## src/hdl/lomx_pkg.sv

```systemverilog
`timescale 1ns / 1ps
`default_nettype none

package lomx_pkg;

	// Series limits and fixed-point format
	localparam int MAX_TERMS = 1024;
	localparam int FRAC_BITS = 15;
	localparam int IN_FRAC   = 15;

	// Port widths fixed by the interface
	localparam int ARG_W     = 16;
	localparam int TOL_W     = 15;
	localparam int SUM_OUT_W = 24;
	localparam int CNT_OUT_W = 11;

	// Internal widths
	localparam int MAG_W  = FRAC_BITS + 1;                 // term magnitude, up to 1.0
	localparam int N_W    = $clog2(MAX_TERMS + 1);         // term index
	localparam int MB_W   = (N_W > MAG_W) ? N_W : MAG_W;   // second multiplier operand
	localparam int PROD_W = MAG_W + MB_W;
	localparam int DVD_W  = MAG_W + N_W;                   // dividend of the term divide
	localparam int SUM_W  = MAG_W + N_W + 1;               // signed running sum
	localparam int UP_SH  = (FRAC_BITS >= IN_FRAC) ? FRAC_BITS - IN_FRAC : 0;
	localparam int DN_SH  = (FRAC_BITS < IN_FRAC) ? IN_FRAC - FRAC_BITS : 0;
	localparam int SM_W   = SUM_W + DN_SH;

	// Rounding constants
	localparam logic [ARG_W:0]    RND_IN  = (ARG_W + 1)'((1 << DN_SH) >> 1);
	localparam logic [SUM_W-1:0]  RND_OUT = SUM_W'((1 << UP_SH) >> 1);
	localparam logic [PROD_W-1:0] HALF    = PROD_W'(1) << (FRAC_BITS - 1);

	// Output saturation bounds
	localparam logic [SM_W-1:0] SUM_POS_MAX = SM_W'((1 << (SUM_OUT_W - 1)) - 1);
	localparam logic [SM_W-1:0] SUM_NEG_MAX = SM_W'(1 << (SUM_OUT_W - 1));

	localparam logic [TOL_W-1:0] TOL_RESET = TOL_W'(33);

	// Result handed from the core to the output register
	typedef struct packed {
		logic [SUM_OUT_W-1:0] sum;
		logic [CNT_OUT_W-1:0] count;
		logic                 hit;
	} lomx_res_t;

	// Bring a Q1.15 magnitude to FRAC_BITS fraction bits, rounding half up
	function automatic logic [MAG_W-1:0] scale_in(input logic [ARG_W-1:0] m);
		logic [ARG_W:0] t;
		begin
			t = {1'b0, m} + RND_IN;
			if (FRAC_BITS >= IN_FRAC)
				scale_in = MAG_W'(m) << UP_SH;
			else
				scale_in = MAG_W'(t >> DN_SH);
		end
	endfunction

	// Bring the sum magnitude back to 15 fraction bits, rounding half up
	function automatic logic [SM_W-1:0] scale_out(input logic [SUM_W-1:0] m);
		logic [SUM_W-1:0] t;
		begin
			t = m + RND_OUT;
			if (FRAC_BITS >= IN_FRAC)
				scale_out = SM_W'(t >> UP_SH);
			else
				scale_out = SM_W'(m) << DN_SH;
		end
	endfunction

endpackage

`default_nettype wire

```

## src/hdl/lomx_div.sv

```systemverilog
`timescale 1ns / 1ps
`default_nettype none

// Restoring divider, one quotient bit a cycle. The caller guarantees the
// quotient fits MAG_W bits, so the top part of the dividend is below the divisor.
module lomx_div (
	input  wire logic                       clk,
	input  wire logic                       arst_n,
	input  wire logic                       start,
	input  wire logic [lomx_pkg::DVD_W-1:0] dividend,
	input  wire logic [lomx_pkg::N_W-1:0]   divisor,
	output logic                            done,
	output logic [lomx_pkg::MAG_W-1:0]      quot
);
	import lomx_pkg::*;

	localparam int CNT_W = $clog2(MAG_W + 1);

	logic             busy_q;
	logic             done_q;
	logic [CNT_W-1:0] cnt_q;
	logic [N_W-1:0]   rem_q;
	logic [N_W-1:0]   dvs_q;
	logic [MAG_W-1:0] acc_q;
	logic [N_W:0]     trial;
	logic             ge;

	// Trial subtract of the divisor from the shifted remainder
	always_comb begin
		trial = {rem_q, acc_q[MAG_W-1]};
		ge    = trial >= {1'b0, dvs_q};
	end

	// Sequence the steps
	always_ff @(posedge clk or negedge arst_n) begin
		if (!arst_n) begin
			busy_q <= 1'b0;
			done_q <= 1'b0;
			cnt_q  <= '0;
		end else begin
			done_q <= 1'b0;
			if (start) begin
				busy_q <= 1'b1;
				cnt_q  <= CNT_W'(MAG_W);
			end else if (busy_q) begin
				cnt_q <= cnt_q - 1'b1;
				if (cnt_q == CNT_W'(1)) begin
					busy_q <= 1'b0;
					done_q <= 1'b1;
				end
			end
		end
	end

	// Shift remainder and quotient
	always_ff @(posedge clk) begin
		if (start) begin
			rem_q <= dividend[DVD_W-1:MAG_W];
			acc_q <= dividend[MAG_W-1:0];
			dvs_q <= divisor;
		end else if (busy_q) begin
			rem_q <= ge ? N_W'(trial - {1'b0, dvs_q}) : trial[N_W-1:0];
			acc_q <= {acc_q[MAG_W-2:0], ge};
		end
	end

	assign done = done_q;
	assign quot = acc_q;

endmodule

`default_nettype wire

```

## src/hdl/lomx_core.sv

```systemverilog
`timescale 1ns / 1ps
`default_nettype none

// Series sequencer: one shared multiplier and the serial divider work each term
module lomx_core (
	input  wire logic                       clk,
	input  wire logic                       arst_n,
	input  wire logic                       start,
	input  wire logic [lomx_pkg::ARG_W-1:0] arg_x,
	input  wire logic [lomx_pkg::TOL_W-1:0] tolerance,
	input  wire logic                       ack,
	output logic                            idle,
	output logic                            done,
	output lomx_pkg::lomx_res_t             res
);
	import lomx_pkg::*;

	typedef enum logic [7:0] {
		ST_IDLE = 8'b0000_0001,
		ST_MUL1 = 8'b0000_0010,
		ST_RND  = 8'b0000_0100,
		ST_MUL2 = 8'b0000_1000,
		ST_DIV  = 8'b0001_0000,
		ST_WAIT = 8'b0010_0000,
		ST_FIN  = 8'b0100_0000,
		ST_DONE = 8'b1000_0000
	} state_t;

	state_t                  state_q;
	logic                    xneg_q;
	logic [MAG_W-1:0]        xm_q;
	logic [MAG_W-1:0]        tolm_q;
	logic [MAG_W-1:0]        am_q;
	logic                    aneg_q;
	logic [MAG_W-1:0]        m1_q;
	logic [PROD_W-1:0]       prod_q;
	logic [N_W-1:0]          n_q;
	logic signed [SUM_W-1:0] sum_q;
	logic                    hit_q;
	lomx_res_t               res_q;

	logic [ARG_W-1:0]        raw_mag;
	logic [MAG_W-1:0]        x_in;
	logic [MAG_W-1:0]        mul_a;
	logic [MB_W-1:0]         mul_b;
	logic [DVD_W-1:0]        dividend;
	logic                    div_start;
	logic                    div_done;
	logic [MAG_W-1:0]        quot;
	logic                    tneg;
	logic signed [SUM_W-1:0] qext;
	logic                    sneg;
	logic [SUM_W-1:0]        sabs;
	logic [SM_W-1:0]         smag;
	logic [SM_W-1:0]         ssat;

	// Magnitude of the incoming argument
	always_comb begin
		raw_mag = arg_x[ARG_W-1] ? (ARG_W'(0) - arg_x) : arg_x;
		x_in    = scale_in(raw_mag);
	end

	// Operand select for the shared multiplier
	always_comb begin
		if (state_q == ST_MUL1) begin
			mul_a = am_q;
			mul_b = MB_W'(xm_q);
		end else begin
			mul_a = m1_q;
			mul_b = MB_W'(n_q - 1'b1);
		end
	end

	// Divide by the term index, rounding half up
	assign dividend  = DVD_W'(prod_q) + DVD_W'(n_q >> 1);
	assign div_start = (state_q == ST_DIV);

	lomx_div u_div (
		.clk      (clk),
		.arst_n   (arst_n),
		.start    (div_start),
		.dividend (dividend),
		.divisor  (n_q),
		.done     (div_done),
		.quot     (quot)
	);

	// Signed new term
	always_comb begin
		tneg = (aneg_q ^ xneg_q) && (quot != '0);
		qext = $signed({{(SUM_W - MAG_W){1'b0}}, quot});
	end

	// Final rescale and saturation of the sum
	always_comb begin
		sneg = sum_q[SUM_W-1];
		sabs = sneg ? SUM_W'(-sum_q) : SUM_W'(sum_q);
		smag = scale_out(sabs);
		if (sneg)
			ssat = (smag > SUM_NEG_MAX) ? SUM_NEG_MAX : smag;
		else
			ssat = (smag > SUM_POS_MAX) ? SUM_POS_MAX : smag;
	end

	// Sequencer
	always_ff @(posedge clk or negedge arst_n) begin
		if (!arst_n) begin
			state_q <= ST_IDLE;
		end else begin
			case (state_q)
				ST_IDLE: if (start) state_q <= ST_MUL1;
				ST_MUL1: state_q <= ST_RND;
				ST_RND:  state_q <= ST_MUL2;
				ST_MUL2: state_q <= ST_DIV;
				ST_DIV:  state_q <= ST_WAIT;
				ST_WAIT: begin
					if (div_done) begin
						if (quot < tolm_q || n_q >= N_W'(MAX_TERMS))
							state_q <= ST_FIN;
						else
							state_q <= ST_MUL1;
					end
				end
				ST_FIN:  state_q <= ST_DONE;
				ST_DONE: if (ack) state_q <= ST_IDLE;
				default: state_q <= ST_IDLE;
			endcase
		end
	end

	// Datapath registers
	always_ff @(posedge clk) begin
		case (state_q)
			ST_IDLE: begin
				if (start) begin
					xneg_q <= arg_x[ARG_W-1];
					xm_q   <= x_in;
					tolm_q <= scale_in({1'b0, tolerance});
					am_q   <= x_in;
					aneg_q <= arg_x[ARG_W-1] && (x_in != '0);
					sum_q  <= (arg_x[ARG_W-1] && (x_in != '0))
						? -$signed({{(SUM_W - MAG_W){1'b0}}, x_in})
						: $signed({{(SUM_W - MAG_W){1'b0}}, x_in});
					n_q    <= N_W'(1);
					hit_q  <= 1'b0;
				end
			end
			ST_MUL1: begin
				prod_q <= mul_a * mul_b;
				n_q    <= n_q + 1'b1;
			end
			ST_RND: begin
				m1_q <= MAG_W'((prod_q + HALF) >> FRAC_BITS);
			end
			ST_MUL2: begin
				prod_q <= mul_a * mul_b;
			end
			ST_WAIT: begin
				if (div_done) begin
					am_q   <= quot;
					aneg_q <= tneg;
					sum_q  <= tneg ? sum_q - qext : sum_q + qext;
					hit_q  <= (quot >= tolm_q) && (n_q >= N_W'(MAX_TERMS));
				end
			end
			ST_FIN: begin
				res_q.sum   <= sneg ? SUM_OUT_W'(SM_W'(0) - ssat) : SUM_OUT_W'(ssat);
				res_q.count <= CNT_OUT_W'(n_q);
				res_q.hit   <= hit_q;
			end
			default: ;
		endcase
	end

	assign idle = (state_q == ST_IDLE);
	assign done = (state_q == ST_DONE);
	assign res  = res_q;

endmodule

`default_nettype wire

```

## src/hdl/log_one_minus_x_series.sv

```systemverilog
`timescale 1ns / 1ps
`default_nettype none

// Each input word gives one result word after N terms of the series (2 to MAX_TERMS).
// Each term after the first passes through the multiply, round and multiply states, a divider
// load state, the 16-step serial divider and an accumulate into the sum.
// One argument at a time; the next word is taken in the cycle after the result enters the
// output register.
// Reset (arst_n low) empties the core and output register and sets tolerance to 33.
module log_one_minus_x_series (
	input  wire logic                             clk,
	input  wire logic                             arst_n,
	input  wire logic                             psel,
	input  wire logic                             penable,
	input  wire logic                             pwrite,
	input  wire logic [2:0]                       paddr,
	input  wire logic [31:0]                      pwdata,
	output logic [31:0]                           prdata,
	output logic                                  pready,
	input  wire logic                             in_valid,
	output logic                                  in_ready,
	input  wire logic [lomx_pkg::ARG_W-1:0]       arg_x,
	output logic                                  out_valid,
	input  wire logic                             out_ready,
	output logic [lomx_pkg::SUM_OUT_W-1:0]        series_sum,
	output logic [lomx_pkg::CNT_OUT_W-1:0]        term_count,
	output logic                                  hit_limit
);
	import lomx_pkg::*;

	localparam logic ADDR_TOL = 1'b0;

	logic [TOL_W-1:0] tol_q;
	logic             out_valid_q;
	lomx_res_t        out_q;
	logic             core_idle;
	logic             core_done;
	logic             take;
	lomx_res_t        core_res;

	// Tolerance register
	always_ff @(posedge clk or negedge arst_n) begin
		if (!arst_n) begin
			tol_q <= TOL_RESET;
		end else if (psel && penable && pwrite && paddr[2] == ADDR_TOL) begin
			tol_q <= pwdata[TOL_W-1:0];
		end
	end

	assign pready = 1'b1;
	assign prdata = (paddr[2] == ADDR_TOL) ? 32'(tol_q) : 32'd0;

	lomx_core u_core (
		.clk       (clk),
		.arst_n    (arst_n),
		.start     (in_valid),
		.arg_x     (arg_x),
		.tolerance (tol_q),
		.ack       (take),
		.idle      (core_idle),
		.done      (core_done),
		.res       (core_res)
	);

	// Move the finished word into the output register when it is free
	assign take = core_done && (!out_valid_q || out_ready);

	always_ff @(posedge clk or negedge arst_n) begin
		if (!arst_n) begin
			out_valid_q <= 1'b0;
		end else if (take) begin
			out_valid_q <= 1'b1;
		end else if (out_ready) begin
			out_valid_q <= 1'b0;
		end
	end

	always_ff @(posedge clk) begin
		if (take)
			out_q <= core_res;
	end

	assign in_ready   = core_idle;
	assign out_valid  = out_valid_q;
	assign series_sum = out_q.sum;
	assign term_count = out_q.count;
	assign hit_limit  = out_q.hit;

endmodule

`default_nettype wire

```

## config.mk

```make
export PLATFORM = sky130hd
export DESIGN_NAME = log_one_minus_x_series
export DESIGN_NICKNAME = d
export VERILOG_FILES = /design/src/hdl/lomx_pkg.sv /design/src/hdl/lomx_div.sv /design/src/hdl/lomx_core.sv /design/src/hdl/log_one_minus_x_series.sv
export SDC_FILE = /design/constraint.sdc
export NUM_CORES = 1
export LEC_CHECK = 0
export ABC_AREA = 1
export ABC_CLOCK_PERIOD_IN_PS = 8800
export CORE_MARGIN = 8
export CORE_UTILIZATION = 53
export DETAILED_ROUTE_END_ITERATION = 7
export DONT_BUFFER_PORTS = 1
export GPL_TIMING_DRIVEN = 0
export PLACE_DENSITY = 0.68
export SLEW_MARGIN = 5
export SYNTH_ARGS = -nofsm -noshare
export SYNTH_HDL_FRONTEND = slang
export SYNTH_SLANG_ARGS = --single-unit
```

## constraint.sdc

```tcl
create_clock -name clk -period 8.8 [get_ports clk]
set_input_delay 0.44 -clock clk [delete_from_list [all_inputs] [get_ports clk]]
set_output_delay 0.44 -clock clk [all_outputs]
set_load 0.02 [all_outputs]
```

==> flow_summary.yaml <==
final_layout:
  layout.nets: 3442
  drive_gt1_frac: 0.0579
  antennaDiodeCount: 0
  final_cells: 3645
  post-route-util: 0.581
  syn2layout_area_growth_pct: 8.84
yosys:
  synth_edf_count: 246
  syn-instance-count: 2950
  synth_ff_type: "edfxtp_1"
  yosysSeqAreaShare: 0.330
  yosysWarnings: 0
  synthArstFlopShare: 0.112
  syn_area_per_cell_um2: 8.39
  synth_cell_types: 52
  synth_seq_cells: 277
  syn_area_mm2: 0.0248
place:
  place_inst: 3585
  gp_congestion: 0.990
  numPortBuffers: 0
  hpwlAfterDp_um: 56500
global_route:
  grt_antenna_before_repair: 0
  grt_pass1_vias: 20400
  grt_max_degree: 32
  grt_pass1_wl_um: 112000
  grt-ovfl-total: 0
  grt_usage: 0.264
cts:
  cts_max_level: 1
  cts_root_buf: "clkbuf_16"
  cts.sinks: 277
  clk_pin_slew_worst_paths_ps: 60
  worstSkewPairLatency_ps: 590
  post_cts_buffers: 0
  cts_inserted_buffers: 31
  cts_buffer_depth: 3
  cts_tree: "done"
routing:
  vias: 20400
  wl_um: 70400
  drc: 0
  firstDrtPassIters: 8
  viasPerCell: 5.59
  drt_iter0_markers: 1902
  routedWlPerCell_um: 19.3
  ant_nets: 0
die:
  core-area_mm2: 0.0464
  rows: 79
  dieArea_mm2: 0.0539
  fp.dieW_um: 232
  pin_count: 129
  die_h_um: 232
  start_util: 0.534
setup_path:
  worstSetupPathType: "register to register"
  rr_startpoint: "u_core.state_q[7]"
  slowest_stage: "fa_1"
  cp.arrival_ps: 8690
  cp-end-kind: "register"
  slowest_delay_ps: 550
  path_common_cell: "nand2_1"
  worst_setup_path_start_kind: "register"
  r2r_slack_ps: 440
  timing.rr.end: "u_core.prod_q[30]"
  ff2ff_path_depth: 37
  cp.required_ps: 9130
  cp_max_fo: 10
  cpLargestDelayFamily: "adder cells"
  path_buf_inv: 11
min_path:
  hp-class: "input pin to register"
  worstHoldPathCells: 2
  hold_start: "pwdata[2]"
  holdPathEnd: "tol_q[2]"
timing:
  finalWorstPathRequiredPeriod_ps: 8360
  maxSlewViolCount: 0
  worst_slew_pin_slew_ps: 1270
  hold_viol: 0
  clock_skew_ps: 11.9
  finalCritPeriodShare: 0.950
  fmax_ghz: 0.120
  slew_headroom: 0.147
  rsz0062_at_grt: "true"
  fin_setup_tns_ps: 0
  setup_viol: 0
job:
  maxCapViolCount: 0
run_status:
  status: "finished, final reports clean"
routing by layer:
layer,global-route usage,share of wire,up-vias
met5,0,0,-
met4,0.108,0.043,0
met1,0.343,0.41,9812
li1,-,-,9559
met3,0.0401,0.076,157
met2,0.439,0.47,841
cell usage in the layout, fill, tap and decap left out, types with 15 or more instances in the layout:
cell       count
or2_2         18
nand4_1       22
a21oi_1      143
nor2_1       332
clkbuf_1      49
ha_1         174
dfrtp_1       28
o211ai_1      15
nor3_1        30
buf_4         28
inv_1        520
xor2_1        77
nand2_1      601
nand3_1      119
o21ai_0      137
o21ai_1       27
fa_1         196
clkbuf_16     31
xnor2_1       26
conb_1        18
edfxtp_1     246
synthesized netlist by cell type (all sizes together), types with 4 or more instances:
library cell | count | share of area
nand2 | 610 | 0.093
inv | 524 | 0.079
nor2 | 352 | 0.057
edfxtp | 246 | 0.30
fa | 196 | 0.16
o21ai | 181 | 0.037
ha | 174 | 0.088
a21oi | 143 | 0.029
nand3 | 123 | 0.026
xor2 | 77 | 0.027
clkbuf | 53 | 0.0080
buf | 31 | 0.0085
nor3 | 31 | 0.0067
dfrtp | 28 | 0.028
xnor2 | 26 | 0.0092
nand4 | 22 | 0.0056
or2 | 18 | 0.0045
o211ai | 15 | 0.0045
o21a | 14 | 0.0042
a31oi | 11 | 0.0028
nor4 | 10 | 0.0028
clkinv | 9 | 0.0014
nand3b | 8 | 0.0024
o21bai | 7 | 0.0021
o221ai | 6 | 0.0021
nor3b | 5 | 0.0015
o31ai | 5 | 0.0015
a211oi | 4 | 0.0012
o22ai | 4 | 0.0010
what timing repair did:
item	CTS	global route
hold endpoints to repair	36	0
resized for setup	1	30
hold buffers	7	0
endpoints found under the setup margin	1	12
kinds of logic (layout without fill, tap and decap cells):
group,Yosys count,count (layout),synth area share
xor+xnor,103,103,0.0364
buf+inv,617,689,0.0974
other cells,2,18,0.000303
compound gates,399,399,0.0887
flops,277,277,0.330
fa+ha+maj,370,370,0.246
simple gates,1182,1182,0.201
area by class of cell:
cell class                      instances  area [um^2]
Sequential cell                       277         8170
Multi-Input combinational cell       2072        14400
Fill cell                            4127        19400
Tap cell                              607          759
Buffer                                 80          402
Timing Repair Buffer                   19          215
Inverter                              533         2000
Clock buffer                           35          791
Clock inverter                         22          250
sequential cells by signal, summed over array words and instances (netlist names), 5 cells and up:
name                cells
u_core.res             36
u_core.prod_q          31
u_core.sum_q           28
series_sum             24
u_core.am_q            16
u_core.m1_q            16
u_core.u_div.quot      16
u_core.xm_q            16
tol_q                  15
u_core.tolm_q          15
term_count             11
u_core.n_q             11
u_core.u_div.dvs_q     11
u_core.u_div.rem_q     11
u_core.state_q          8
u_core.u_div.cnt_q      5
worst max path at each step:
stage                      start                 to  slack, ps  cells past startpoint
3_3_place_gp   u_core.state_q[7]  u_core.prod_q[30]         50                     35
5_1_grt        u_core.state_q[7]  u_core.prod_q[30]        -40                     37
4_1_cts        u_core.state_q[7]  u_core.prod_q[30]         70                     35
6_report       u_core.state_q[7]  u_core.prod_q[30]        440                     37
2_1_floorplan  u_core.state_q[0]  u_core.prod_q[30]       1960                     37
3_5_place_dp   u_core.state_q[7]  u_core.prod_q[30]        -60                     35
stage by stage:
stage | setup slack [ps] | cell area (um^2) | hold WS [ps]
finish | 442 | 26900 | 14.5
detailed placement | -57.5 | 25700 | 146
floorplan | 1960 | 24800 | 144
CTS | 72.7 | 26900 | 0.458
global placement | 47.1 | 25600 | 146
global route | -36.1 | 26900 | 1.97
Power is not shown: default switching activity piles up to over one toggle a cycle in this logic, so the estimate is an artifact.
